**config.mk**
```make
export PLATFORM = sky130hd
export DESIGN_NAME = sorted_timer_queue
export DESIGN_NICKNAME = d
export VERILOG_FILES = /design/src/rtl/core/sttq_pkg.sv /design/src/rtl/core/sorted_timer_queue.sv /design/src/rtl/core/sttq_front.sv /design/src/rtl/core/sttq_engine.sv
export SDC_FILE = /design/constraint.sdc
export NUM_CORES = 2
export LEC_CHECK = 0
export BUFFER_PORTS_ARGS = -buffer_cell sky130_fd_sc_hd__buf_2
export CELL_PAD_IN_SITES_DETAIL_PLACEMENT = 1
export CELL_PAD_IN_SITES_GLOBAL_PLACEMENT = 2
export CORE_UTILIZATION = 40
export DETAILED_ROUTE_END_ITERATION = 10
export HOLD_SLACK_MARGIN = 0.03
export PLACE_DENSITY_LB_ADDON = 0.3
export SYNTH_ARGS = -nofsm -noshare
export SYNTH_HDL_FRONTEND = slang
export SYNTH_SLANG_ARGS = --single-unit
```
**constraint.sdc**
```tcl
create_clock -name clk -period 18.36 [get_ports clk]
set_clock_uncertainty 0.1 [all_clocks]
set_input_delay 1.836 -clock clk [delete_from_list [all_inputs] [get_ports clk]]
set_output_delay 1.836 -clock clk [all_outputs]
set_load 0.005 [all_outputs]
```
**src/rtl/core/sttq_pkg.sv**
```systemverilog
// shared constants, codes and types of the sorted timer queue
package sttq_pkg;

  // pool size and derived widths
  localparam int NUM_SLOTS = 32;
  localparam int SLOT_W    = $clog2(NUM_SLOTS);
  localparam int LINK_W    = $clog2(NUM_SLOTS + 1);
  localparam logic [LINK_W-1:0] END_MARK = LINK_W'(NUM_SLOTS);

  // fixed field widths
  localparam int OP_W   = 3;
  localparam int SLOT_FW = 5;
  localparam int DEST_W = 3;
  localparam int DATA_W = 32;
  localparam int TICK_W = 32;

  // request queue between front and engine
  localparam int QDEPTH = 2;
  localparam int QPTR_W = $clog2(QDEPTH);
  localparam int QCNT_W = $clog2(QDEPTH + 1);

  // result kinds
  localparam logic KIND_ALLOC  = 1'b0;
  localparam logic KIND_EXPIRY = 1'b1;

  typedef enum logic [OP_W-1:0] {
    OP_TICK     = 3'd0,
    OP_ALLOC    = 3'd1,
    OP_FREE     = 3'd2,
    OP_SET_DATA = 3'd3,
    OP_ARM      = 3'd4
  } op_t;

  typedef enum logic [1:0] {
    ST_FREE  = 2'd0,
    ST_ALLOC = 2'd1,
    ST_RUN   = 2'd2
  } slot_state_t;

  typedef enum logic [2:0] {
    S_IDLE,
    S_ALLOC,
    S_TICK,
    S_UNLINK,
    S_ARM_SET,
    S_INS_WALK,
    S_INS_PREV
  } eng_state_t;

  typedef struct packed {
    op_t               op;
    logic [SLOT_W-1:0] slot;
    logic [TICK_W-1:0] delay;
    logic [DATA_W-1:0] data;
    logic [DEST_W-1:0] dest;
  } cmd_t;

endpackage

```
**src/rtl/core/sorted_timer_queue.sv**
```systemverilog
// top level of the sorted timer queue
//
//  channel   handshake              fields
//  request   req_valid/req_ready    operation, slot, delay_ticks, payload, destination
//  response  rsp_valid/rsp_ready    kind, ok, slot_out, dest_out, data_out, last
//
// a request enters a two-entry queue; the engine then checks one slot status
// per cycle on alloc, pops expired slots from the list head on tick, and on
// free and arm walks the list, reading one link per cycle.
// synchronous reset puts every slot free, empties the list, zeroes the count.
// a stalled response holds the engine; the queue keeps taking requests meanwhile until it is full.
module sorted_timer_queue import sttq_pkg::*; (
  input  logic                     clk,
  input  logic                     rst,
  input  logic                     req_valid,
  output logic                     req_ready,
  input  logic [OP_W-1:0]          operation,
  input  logic [SLOT_FW-1:0]       slot,
  input  logic [TICK_W-1:0]        delay_ticks,
  input  logic signed [DATA_W-1:0] payload,
  input  logic [DEST_W-1:0]        destination,
  output logic                     rsp_valid,
  input  logic                     rsp_ready,
  output logic                     kind,
  output logic                     ok,
  output logic [SLOT_FW-1:0]       slot_out,
  output logic [DEST_W-1:0]        dest_out,
  output logic signed [DATA_W-1:0] data_out,
  output logic                     last
);

  logic              cmd_valid;
  logic              cmd_ready;
  cmd_t              cmd;
  logic [DATA_W-1:0] data_raw;

  // request decode and queue
  sttq_front u_front (
    .clk         (clk),
    .rst         (rst),
    .req_valid   (req_valid),
    .req_ready   (req_ready),
    .operation   (operation),
    .slot        (slot),
    .delay_ticks (delay_ticks),
    .payload     (payload),
    .destination (destination),
    .cmd_valid   (cmd_valid),
    .cmd_ready   (cmd_ready),
    .cmd         (cmd)
  );

  // timer engine
  sttq_engine u_engine (
    .clk       (clk),
    .rst       (rst),
    .cmd_valid (cmd_valid),
    .cmd_ready (cmd_ready),
    .cmd       (cmd),
    .rsp_valid (rsp_valid),
    .rsp_ready (rsp_ready),
    .kind      (kind),
    .ok        (ok),
    .slot_out  (slot_out),
    .dest_out  (dest_out),
    .data_out  (data_raw),
    .last      (last)
  );

  assign data_out = data_raw;

endmodule

```
**src/rtl/core/sttq_front.sv**
```systemverilog
// request decode and short command queue in front of the timer engine
module sttq_front import sttq_pkg::*; (
  input  logic                     clk,
  input  logic                     rst,
  input  logic                     req_valid,
  output logic                     req_ready,
  input  logic [OP_W-1:0]          operation,
  input  logic [SLOT_FW-1:0]       slot,
  input  logic [TICK_W-1:0]        delay_ticks,
  input  logic signed [DATA_W-1:0] payload,
  input  logic [DEST_W-1:0]        destination,
  output logic                     cmd_valid,
  input  logic                     cmd_ready,
  output cmd_t                     cmd
);

  cmd_t              q [QDEPTH];
  logic [QPTR_W-1:0] wr_ptr;
  logic [QPTR_W-1:0] rd_ptr;
  logic [QCNT_W-1:0] fill;
  logic              keep;
  logic              push;
  logic              pop;
  cmd_t              incoming;

  // drop unknown operations and slots beyond the pool
  always_comb begin
    keep = 1'b0;
    if (operation inside {OP_TICK, OP_ALLOC}) begin
      keep = 1'b1;
    end else if (operation inside {OP_FREE, OP_SET_DATA, OP_ARM}) begin
      keep = (32'(slot) < NUM_SLOTS);
    end
  end

  always_comb begin
    incoming.op    = op_t'(operation);
    incoming.slot  = SLOT_W'(slot);
    incoming.delay = delay_ticks;
    incoming.data  = payload;
    incoming.dest  = destination;
  end

  assign req_ready = (fill != QCNT_W'(QDEPTH));
  assign cmd_valid = (fill != '0);
  assign cmd       = q[rd_ptr];
  assign push      = req_valid && req_ready && keep;
  assign pop       = cmd_valid && cmd_ready;

  // queue storage
  always_ff @(posedge clk) begin
    if (push) begin
      q[wr_ptr] <= incoming;
    end
  end

  // queue pointers
  always_ff @(posedge clk) begin
    if (rst) begin
      wr_ptr <= '0;
      rd_ptr <= '0;
      fill   <= '0;
    end else begin
      if (push) begin
        wr_ptr <= (wr_ptr == QPTR_W'(QDEPTH - 1)) ? '0 : wr_ptr + 1'b1;
      end
      if (pop) begin
        rd_ptr <= (rd_ptr == QPTR_W'(QDEPTH - 1)) ? '0 : rd_ptr + 1'b1;
      end
      if (push && !pop) begin
        fill <= fill + 1'b1;
      end else if (pop && !push) begin
        fill <= fill - 1'b1;
      end
    end
  end

endmodule

```
**src/rtl/core/sttq_engine.sv**
```systemverilog
// timer engine: slot pool, deadline ordered list walker and result register
module sttq_engine import sttq_pkg::*; (
  input  logic               clk,
  input  logic               rst,
  input  logic               cmd_valid,
  output logic               cmd_ready,
  input  cmd_t               cmd,
  output logic               rsp_valid,
  input  logic               rsp_ready,
  output logic               kind,
  output logic               ok,
  output logic [SLOT_FW-1:0] slot_out,
  output logic [DEST_W-1:0]  dest_out,
  output logic [DATA_W-1:0]  data_out,
  output logic               last
);

  // slot storage
  slot_state_t       status   [NUM_SLOTS];
  logic [TICK_W-1:0] deadline [NUM_SLOTS];
  logic [DATA_W-1:0] pay_mem  [NUM_SLOTS];
  logic [DEST_W-1:0] dest_mem [NUM_SLOTS];
  logic [LINK_W-1:0] link_mem [NUM_SLOTS];

  eng_state_t        state;
  eng_state_t        state_next;
  logic [LINK_W-1:0] head;
  logic [TICK_W-1:0] tick_count;
  logic [LINK_W-1:0] cur;
  logic [LINK_W-1:0] prev;
  logic [SLOT_W-1:0] tgt;
  op_t               op;
  logic [TICK_W-1:0] arm_delay;
  logic [TICK_W-1:0] dl;
  logic [SLOT_W-1:0] idx;
  logic              have_pend;
  logic [SLOT_W-1:0] pend_slot;
  logic [DEST_W-1:0] pend_dest;
  logic [DATA_W-1:0] pend_data;

  logic [LINK_W-1:0] rd_sel;
  logic [SLOT_W-1:0] rd_idx;
  logic [TICK_W-1:0] rd_dl;
  logic [LINK_W-1:0] rd_link;
  logic              fire;
  logic              out_free;
  logic              idx_last;
  logic              hit;
  logic              walk_stop;
  logic [LINK_W-1:0] tgt_link;

  logic              link_we;
  logic [LINK_W-1:0] link_wa;
  logic [LINK_W-1:0] link_wd;
  logic              emit;
  logic              emit_kind;
  logic              emit_ok;
  logic [SLOT_W-1:0] emit_slot;
  logic [DEST_W-1:0] emit_dest;
  logic [DATA_W-1:0] emit_data;
  logic              emit_last;
  logic              take;

  // single read port into the list: head while ticking, walk pointer otherwise
  assign rd_sel    = (state == S_TICK) ? head : cur;
  assign rd_idx    = rd_sel[SLOT_W-1:0];
  assign rd_dl     = deadline[rd_idx];
  assign rd_link   = link_mem[rd_idx];
  assign fire      = (head != END_MARK) && (rd_dl <= tick_count);
  assign out_free  = !rsp_valid || rsp_ready;
  assign idx_last  = (idx == SLOT_W'(NUM_SLOTS - 1));
  assign tgt_link  = LINK_W'(tgt);
  assign hit       = (cur != END_MARK) && (cur == tgt_link);
  assign walk_stop = (cur == END_MARK) || !(dl > rd_dl);

  // next state
  always_comb begin
    state_next = state;
    case (state)
      S_IDLE: begin
        if (cmd_valid) begin
          case (cmd.op)
            OP_TICK:  state_next = S_TICK;
            OP_ALLOC: state_next = S_ALLOC;
            OP_FREE:  state_next = (status[cmd.slot] == ST_RUN) ? S_UNLINK : S_IDLE;
            OP_ARM:   state_next = (status[cmd.slot] == ST_RUN) ? S_UNLINK : S_ARM_SET;
            default:  state_next = S_IDLE;
          endcase
        end
      end
      S_ALLOC: begin
        if (out_free && (status[idx] == ST_FREE || idx_last)) begin
          state_next = S_IDLE;
        end
      end
      S_TICK: begin
        if (!fire && (!have_pend || out_free)) begin
          state_next = S_IDLE;
        end
      end
      S_UNLINK: begin
        if (cur == END_MARK || hit) begin
          state_next = (op == OP_ARM) ? S_ARM_SET : S_IDLE;
        end
      end
      S_ARM_SET:  state_next = S_INS_WALK;
      S_INS_WALK: begin
        if (walk_stop) begin
          state_next = S_INS_PREV;
        end
      end
      S_INS_PREV: state_next = S_IDLE;
      default:    state_next = S_IDLE;
    endcase
  end

  // strobes: link writes, result emission, tick pops
  always_comb begin
    cmd_ready = (state == S_IDLE);
    link_we   = 1'b0;
    link_wa   = prev;
    link_wd   = rd_link;
    emit      = 1'b0;
    emit_kind = KIND_ALLOC;
    emit_ok   = 1'b0;
    emit_slot = '0;
    emit_dest = '0;
    emit_data = '0;
    emit_last = 1'b1;
    take      = 1'b0;
    case (state)
      S_ALLOC: begin
        if (out_free && status[idx] == ST_FREE) begin
          emit      = 1'b1;
          emit_ok   = 1'b1;
          emit_slot = idx;
        end else if (out_free && idx_last) begin
          emit = 1'b1;
        end
      end
      S_TICK: begin
        take = fire && (!have_pend || out_free);
        if (have_pend && out_free) begin
          emit      = 1'b1;
          emit_kind = KIND_EXPIRY;
          emit_ok   = 1'b1;
          emit_slot = pend_slot;
          emit_dest = pend_dest;
          emit_data = pend_data;
          emit_last = !fire;
        end
      end
      S_UNLINK: begin
        if (hit && prev != END_MARK) begin
          link_we = 1'b1;
          link_wa = prev;
          link_wd = rd_link;
        end
      end
      S_INS_WALK: begin
        if (walk_stop) begin
          link_we = 1'b1;
          link_wa = tgt_link;
          link_wd = cur;
        end
      end
      S_INS_PREV: begin
        if (prev != END_MARK) begin
          link_we = 1'b1;
          link_wa = prev;
          link_wd = tgt_link;
        end
      end
      default: ;
    endcase
  end

  // slot payload, deadline and link storage
  always_ff @(posedge clk) begin
    if (link_we) begin
      link_mem[link_wa[SLOT_W-1:0]] <= link_wd;
    end
    if (state == S_ARM_SET) begin
      deadline[tgt] <= arm_delay + tick_count;
    end
    if (state == S_IDLE && cmd_valid && cmd.op == OP_SET_DATA) begin
      pay_mem[cmd.slot]  <= cmd.data;
      dest_mem[cmd.slot] <= cmd.dest;
    end
  end

  // working registers without reset
  always_ff @(posedge clk) begin
    if (emit) begin
      kind     <= emit_kind;
      ok       <= emit_ok;
      slot_out <= SLOT_FW'(emit_slot);
      dest_out <= emit_dest;
      data_out <= emit_data;
      last     <= emit_last;
    end
    case (state)
      S_IDLE: begin
        op        <= cmd.op;
        tgt       <= cmd.slot;
        arm_delay <= cmd.delay;
        cur       <= head;
        prev      <= END_MARK;
        idx       <= '0;
      end
      S_ALLOC: begin
        if (status[idx] != ST_FREE && !idx_last) begin
          idx <= idx + 1'b1;
        end
      end
      S_TICK: begin
        if (take) begin
          pend_slot <= rd_idx;
          pend_dest <= dest_mem[rd_idx];
          pend_data <= pay_mem[rd_idx];
        end
      end
      S_UNLINK: begin
        if (!hit && cur != END_MARK) begin
          prev <= cur;
          cur  <= rd_link;
        end
      end
      S_ARM_SET: begin
        dl   <= arm_delay + tick_count;
        cur  <= head;
        prev <= END_MARK;
      end
      S_INS_WALK: begin
        if (!walk_stop) begin
          prev <= cur;
          cur  <= rd_link;
        end
      end
      default: ;
    endcase
  end

  // control state, slot status and list head
  always_ff @(posedge clk) begin
    if (rst) begin
      state      <= S_IDLE;
      head       <= END_MARK;
      tick_count <= '0;
      rsp_valid  <= 1'b0;
      have_pend  <= 1'b0;
      for (int i = 0; i < NUM_SLOTS; i++) begin
        status[i] <= ST_FREE;
      end
    end else begin
      state <= state_next;
      if (emit) begin
        rsp_valid <= 1'b1;
      end else if (rsp_ready) begin
        rsp_valid <= 1'b0;
      end
      case (state)
        S_IDLE: begin
          have_pend <= 1'b0;
          if (cmd_valid) begin
            if (cmd.op == OP_TICK) begin
              tick_count <= tick_count + 1'b1;
            end
            if (cmd.op == OP_FREE && status[cmd.slot] != ST_RUN) begin
              status[cmd.slot] <= ST_FREE;
            end
          end
        end
        S_ALLOC: begin
          if (emit && emit_ok) begin
            status[idx] <= ST_ALLOC;
          end
        end
        S_TICK: begin
          if (take) begin
            status[rd_idx] <= ST_ALLOC;
            head           <= rd_link;
            have_pend      <= 1'b1;
          end else if (emit) begin
            have_pend <= 1'b0;
          end
        end
        S_UNLINK: begin
          if (hit && prev == END_MARK) begin
            head <= rd_link;
          end
          if ((hit || cur == END_MARK) && op == OP_FREE) begin
            status[tgt] <= ST_FREE;
          end
        end
        S_ARM_SET: begin
          status[tgt] <= ST_RUN;
        end
        S_INS_PREV: begin
          if (prev == END_MARK) begin
            head <= tgt_link;
          end
        end
        default: ;
      endcase
    end
  end

  // the list head is always a running slot
  a_head_running: assert property (@(posedge clk) disable iff (rst)
    head != END_MARK |-> status[head[SLOT_W-1:0]] == ST_RUN)
    else $error("list head is not a running slot");

  // no held expiry outside a tick walk
  a_pend_only_in_tick: assert property (@(posedge clk) disable iff (rst)
    state == S_IDLE |-> !have_pend)
    else $error("pending expiry left over after tick");

  // expiry results always report success
  a_expiry_ok: assert property (@(posedge clk) disable iff (rst)
    rsp_valid && kind == KIND_EXPIRY |-> ok)
    else $error("expiry result without ok");

  // tick count only ever steps by one
  a_tick_step: assert property (@(posedge clk) disable iff (rst)
    !$past(rst) && tick_count != $past(tick_count)
      |-> tick_count == TICK_W'($past(tick_count) + 1'b1))
    else $error("tick count jumped");

  // a command is taken only when the engine is idle
  a_take_idle: assert property (@(posedge clk) disable iff (rst)
    cmd_valid && cmd_ready |-> state == S_IDLE)
    else $error("command taken while busy");

endmodule

```
# Word level (Yosys, flattened, before mapping)
# Memories as Yosys holds them, arrays and structs flattened. A register that Yosys moved wholly into a read port is not among the register bits.
# Cells that the tools add are included.
# Widths: inputs -> output; s select.
[word_totals]
elab_cells = 235
n_memories = 6
out_inout_bits = 45
inputBits = 79
register_bits = 184
ramBits = 2550
[classes]
order_cmp = 2
addsub = 7
bitwise_logic = 1
eq_ne = 38
muxes = 97
n_reduce_logical = 62
[memory_table]
columns = ["name", "words", "width", "rd", "rd_clocked_by_memory_dff", "write_ports", "line", "source"]
rows = [
  ["u_engine.deadline", 32, 32, 1, 0, 1, "sttq_engine.sv:20", "logic [TICK_W-1:0] deadline [NUM_SLOTS];"],
  ["u_engine.pay_mem", 32, 32, 1, 1, 1, "sttq_engine.sv:21", "logic [DATA_W-1:0] pay_mem [NUM_SLOTS];"],
  ["u_engine.link_mem", 32, 6, 1, 0, 1, "sttq_engine.sv:23", "logic [LINK_W-1:0] link_mem [NUM_SLOTS];"],
  ["u_front.q", 2, 75, 1, 1, 1, "sttq_front.sv:17", "cmd_t q [QDEPTH];"],
  ["u_engine.dest_mem", 32, 3, 1, 1, 1, "sttq_engine.sv:22", "logic [DEST_W-1:0] dest_mem [NUM_SLOTS];"],
  ["u_engine.status", 32, 2, 2, 1, 32, "sttq_engine.sv:19", "slot_state_t status [NUM_SLOTS];"],
]
[ops]
columns = ["operator", "count"]
rows = [
  ["$mux 5", 11],
  ["$pmux 6 s3", 3],
  ["$mux 1", 51],
  ["$mux 6", 8],
  ["$add 32x1->32 const B", 1],
  ["$add 32x32->32", 1],
  ["$gt 32x32->1", 1],
  ["$le 32x32->1", 1],
  ["$eq 3x2->1 const B", 7],
  ["$logic_and 1x1->1", 21],
  ["$mux 3", 7],
  ["$pmux 5 s2", 2],
  ["$eq 3x3->1 const B", 6],
  ["$ne 2x1->1 const B", 9],
  ["$ne 6x6->1 const B", 3],
  ["$pmux 3 s6", 1],
  ["$mux 2", 8],
  ["$reduce_bool 2->1", 7],
  ["$eq 6x6->1 const B", 2],
  ["$pmux 3 s4", 1],
  ["$pmux 6 s2", 1],
  ["$reduce_and 2->1", 5],
  ["$reduce_or 2->1", 5],
  ["$eq 3x1->1 const B", 3],
  ["20 further kinds", 42],
]

# Longest topological paths before layout
[depth]
ltp_word = 15
depth_mapped = 24
ltp_nobuf = 20

# Cells and area by module
# Synthesis repeated with hierarchy kept, for this count alone.
[hier_totals]
hier_cells = 8707
hier_area_um2 = 113446.3
[by_module_without_submodules]
columns = ["mod", "seq_area_each_um2", "area_each_um2", "n_inst", "cells_per_inst"]
rows = [
  ["sttq_engine", 78195.0, 107778.4, 1, 8449],
  ["sttq_front", 4604.4, 5667.9, 1, 258],
]

# Worst setup path after synthesis
# Ideal clock, no wire load.
[synth_path]
path_type = "reg2reg"
startpoint = "reg u_engine.state[2]"
endpoint = "reg u_engine.pend_data[0], read port of u_engine.pay_mem (enable)"
setup_time_ps = 437
synth_period_minus_slack_ps = 6560
path_slack_ps = 11800
arrival_ps = 6022
n_path_buf = 4
path_stages_with_launch = 20
t_required_ps = 17823
cell_sequence = "dfxtp_1 buf_2 nor3b_4 mux2i_2 inv_2 buf_4 buf_4 buf_2 mux4_2 nand2_1 a31oi_1 mux2_2 ha_1 a21oi_1 o21ai_0 a2111o_1 a211o_1 a31oi_2 nand2_1 nor2_1"
[synth_via]
elab_chain_cells = 8
[synth_lines]
columns = ["element", "line", "source"]
rows = [
  ["start: declaration", "sttq_engine.sv:25", "eng_state_t state;"],
  ["start signal: assignment", "sttq_engine.sv:256", "state <= state_next;"],
  ["$eq 3x2->1 *", "sttq_engine.sv:65, sttq_engine.sv:131, sttq_engine.sv:202", ""],
  ["$mux 5", "sttq_engine.sv:65", "assign rd_sel = (state == S_TICK) ? head : cur;"],
  ["$mem_v2 32x32", "n/a", ""],
  ["$le 32x32->1", "sttq_engine.sv:69", "assign fire = (head != END_MARK) && (rd_dl <= tick_count);"],
  ["$logic_and 1x1->1", "sttq_engine.sv:69", ""],
  ["$logic_and 1x1->1", "sttq_engine.sv:142", "take = fire && (!have_pend || out_free);"],
  ["$mux 1", "sttq_engine.sv:131", "case (state)"],
  ["$reduce_and 2->1 (no source line)", "n/a", ""],
  ["end: declaration", "sttq_engine.sv:39", "logic [DATA_W-1:0] pend_data;"],
]
# Every way passes the cells marked *; elsewhere a longest branch is shown, timed or not.
# A chain may end at the register's enable or synchronous reset.

==> metrics <==
run status=finished, final reports clean; initial antenna violation count=16; final count of hold timing violations=0; worst hold path class=reg -> reg; total CTS buffers=roughly 300; EDFF count, synth=about 2.7k; Residual DRC=0; Die Y-Extent=roughly 530 um; Distinct cells, synth=93; syn_area_per_cell=18.3 um2; synth warn=0; share of layout cells above drive strength 1=a little under a quarter; global-route wire length before repair=around 450000 um; postcts setup bufs=0; largest net degree at the start of global routing=approximately 130; Fillers=~26k; largest family of logic cells by synthesized area=multiplexers; FFs w/ async S/R, synth=0%; hold-fix buffers at CTS=0; Mapped Cells=6090; dpl cell area=about 120000 um2; Cell Area, Synth=around 110000 um2; Setup crit end kind=flop; top-count cell post-synth=edfxtp_1; crit-path max FO=70; Post-Synth XOR/XNOR Area=less than 1%; Total GRT Usage=a little under a quarter; Post-DP HPWL=roughly 170000 um; root buf cell=clkbuf_16; post-synth top area share=73.5%; Post-CTS Resized=0; endpoints failing setup=0; DRT Pass-1 Iters=6; Simple-Gate Fraction of Synth Area=between 6 and 7%; slew margin rel.=around 2.8%; die area=between 200000 and 300000 um2; initial core utilization=40.2%; register bit total from synthesis=approximately 2.8k; Final Slew Violations=0; Leak Pwr=roughly 40 nW; Synth Area in Compound Gates=under 10%; # port buffers=123; PwrDens=approximately 140 nW/um2; vias in the first global route=62.0k; Area Growth Syn to Fin=13.6%; register area share after synthesis=roughly three quarters; wire length per cell=about 30 um; mux contribution to synthesized area=a little over an eighth; critical path arrival=~10000 ps; RePlAce Congestion=roughly 0.82; total length of routed wires=between 300000 and 400000 um; final cycle utilization of the critical path=a little over half; Syn Nets=~6.3k; Setup TNS=0 ps; Main synth FF type=edfxtp_1; top cell type by total area after synthesis=edfxtp_1; Rows=approximately 190; Congestion Overflow GR=0; synth top area cells=edfxtp_1, mux4_2, nand2_1, mux2_2, ha_1; Fmax achieved=104 MHz; worst vdd ir=~0.12 mV; clock insertion delay at the later pin of the skew report=860 ps; via count=slightly below 60k; nets=roughly 6.5k; startpoint types=flop; clk buf depth=4; Core ar.=between 200000 and 300000 um2; Vias/cell=5.74; clock tree sinks=2775; max-cap violations=0; measured slew at the worst slew-check pin=between 1000 and 1500 ps; Hold Worst Slack=about 400 ps; Post-Synth Adder-Cell Area=roughly 1.1%; CTS tree=built; RSZ-0062 raised after global routing=false; Final Critical Period=9650 ps; total I/O pin count=between 100 and 150; H-tree levels=5; ANT nets after route=0; Worst EP required=roughly 19000 ps; critical path class=reg -> reg; Die W=529 um; Initial DRC Count=between 4k and 5k; top cells by count, synth=edfxtp_1, nand2_1, mux4_2; Worst-path clk slew=roughly 60 ps; fin area=between 100000 and 150000 um2
-- kinds of logic after synthesis --
kind of cell,count (synthesis)
flip-flops,2775
AND/OR/NAND/NOR,1571
multiplexers,718
AO/OA/AOI/OAI,444
buffers and inverters,417
adder cells (fa/ha/maj),100
XOR/XNOR,65
-- sequential cells by signal, indices dropped and copies added (netlist names), 64 cells and up, named ones only --
name and flops:
u_engine.link_mem 192, u_front.q 150, u_engine.pay_mem 1024, u_engine.status 64, u_engine.deadline 1024, u_engine.dest_mem 96
-- per-stage QoR --
step / cells / power (W) / utilization (%) / setup slack [ps]
floorplan: 6090 / 0.0104 / - / 11800
global placement: 9760 / 0.0117 / 42.4 / 8690
detailed placement: 9760 / 0.0118 / 42.4 / 8650
CTS: 10300 / 0.0176 / 45.7 / 8630
global route: 10300 / 0.0180 / 45.7 / 8050
finish: 10300 / 0.0174 / 45.7 / 8710
-- where the power goes --
group | internal, W | total (W) | switching (W) | leakage [nW]
clock | 0.00334 | 0.00579 | 0.00245 | 4.49
combinational | 0.00120 | 0.00361 | 0.00241 | 11.0
sequential | 0.00782 | 0.00798 | 0.000157 | 25.1
total | 0.0124 | 0.0174 | 0.00502 | 40.6
-- per-layer routing --
metal	global-route usage [%]	wire length, um	share of wire [%]	vias to the layer above
met3	2.46	15200	4.8	490
met1	29.2	129000	41	32000
met2	39.7	163000	51	1778
met5	0	13	0.0041	-
met4	7.51	10900	3.4	2
li1	-	-	-	24700
-- final timing paths --
kind | cells past startpoint | end | from | slack (ps)
worst min-delay path | 2 | u_engine.have_pend$_SDFFE_PP0P_ | u_engine.have_pend$_SDFFE_PP0P_ | 400
worst max-delay path | 20 | u_engine.status[15][1]$_SDFFCE_PN0P_ | u_engine.state[1]$_SDFFE_PP0P_ | 8710
worst min register to register | 2 | u_engine.have_pend$_SDFFE_PP0P_ | u_engine.have_pend$_SDFFE_PP0P_ | 400
worst max register to register | 20 | u_engine.status[15][1]$_SDFFCE_PN0P_ | u_engine.state[1]$_SDFFE_PP0P_ | 8710
-- critical path, stage by stage (launching register included) --
cell and delay [ps]:
dfxtp_1 700, nor3b_4 770, mux2i_4 110, buf_4 370, inv_8 580, buf_4 710
buf_4 660, mux4_2 580, nand2_1 80, a31oi_1 100, mux2_2 340, ha_1 280
nand2_1 50, nor2_1 470, nand3_1 140, a31oi_1 520, nand2_1 430, and3_1 330
o311ai_1 690, nand3_1 570, o21ai_0 460
-- area by class of cell --
type / count / area (um2) / share of cell area [%]
Antenna cell: 2 / 5.00 / 0.00396
Clock buffer: 369 / 7920 / 6.26
Clock inverter: 161 / 1340 / 1.06
Inverter: 102 / 405 / 0.321
Multi-Input combinational cell: 2898 / 27400 / 21.7
Sequential cell: 2775 / 82800 / 65.5
Tap cell: 3705 / 4640 / 3.67
Timing Repair Buffer: 282 / 1880 / 1.49
-- layout by cell type, fill, tap and decap left out, types with 13 or more instances in the layout --
master	Yosys	final
nor2_1	202	131
ha_1	99	99
clkbuf_1	135	62
a211oi_1	15	14
nand4_1	25	25
nand3_1	226	226
a31oi_1	86	86
buf_2	111	123
edfxtp_1	2722	2722
bufinv_16	0	20
nor3_2	23	23
o21ai_0	68	64
clkinv_2	0	40
xnor2_1	53	37
nand2_1	774	774
mux4_2	590	590
dfxtp_1	53	52
mux2_2	111	110
a21o_1	24	23
o21ai_1	57	57
nor2_4	0	68
a21oi_1	86	83
clkinv_1	2	71
nor3_1	78	78
nand2b_1	19	19
clkbuf_16	0	307
clkinvlp_4	0	13
xnor2_2	0	16
nor2b_1	19	19
or3_1	23	23
inv_1	96	93
buf_4	38	152
and2_1	49	49
and3_1	85	84
No activity file was read; power rests on OpenSTA's default activity.
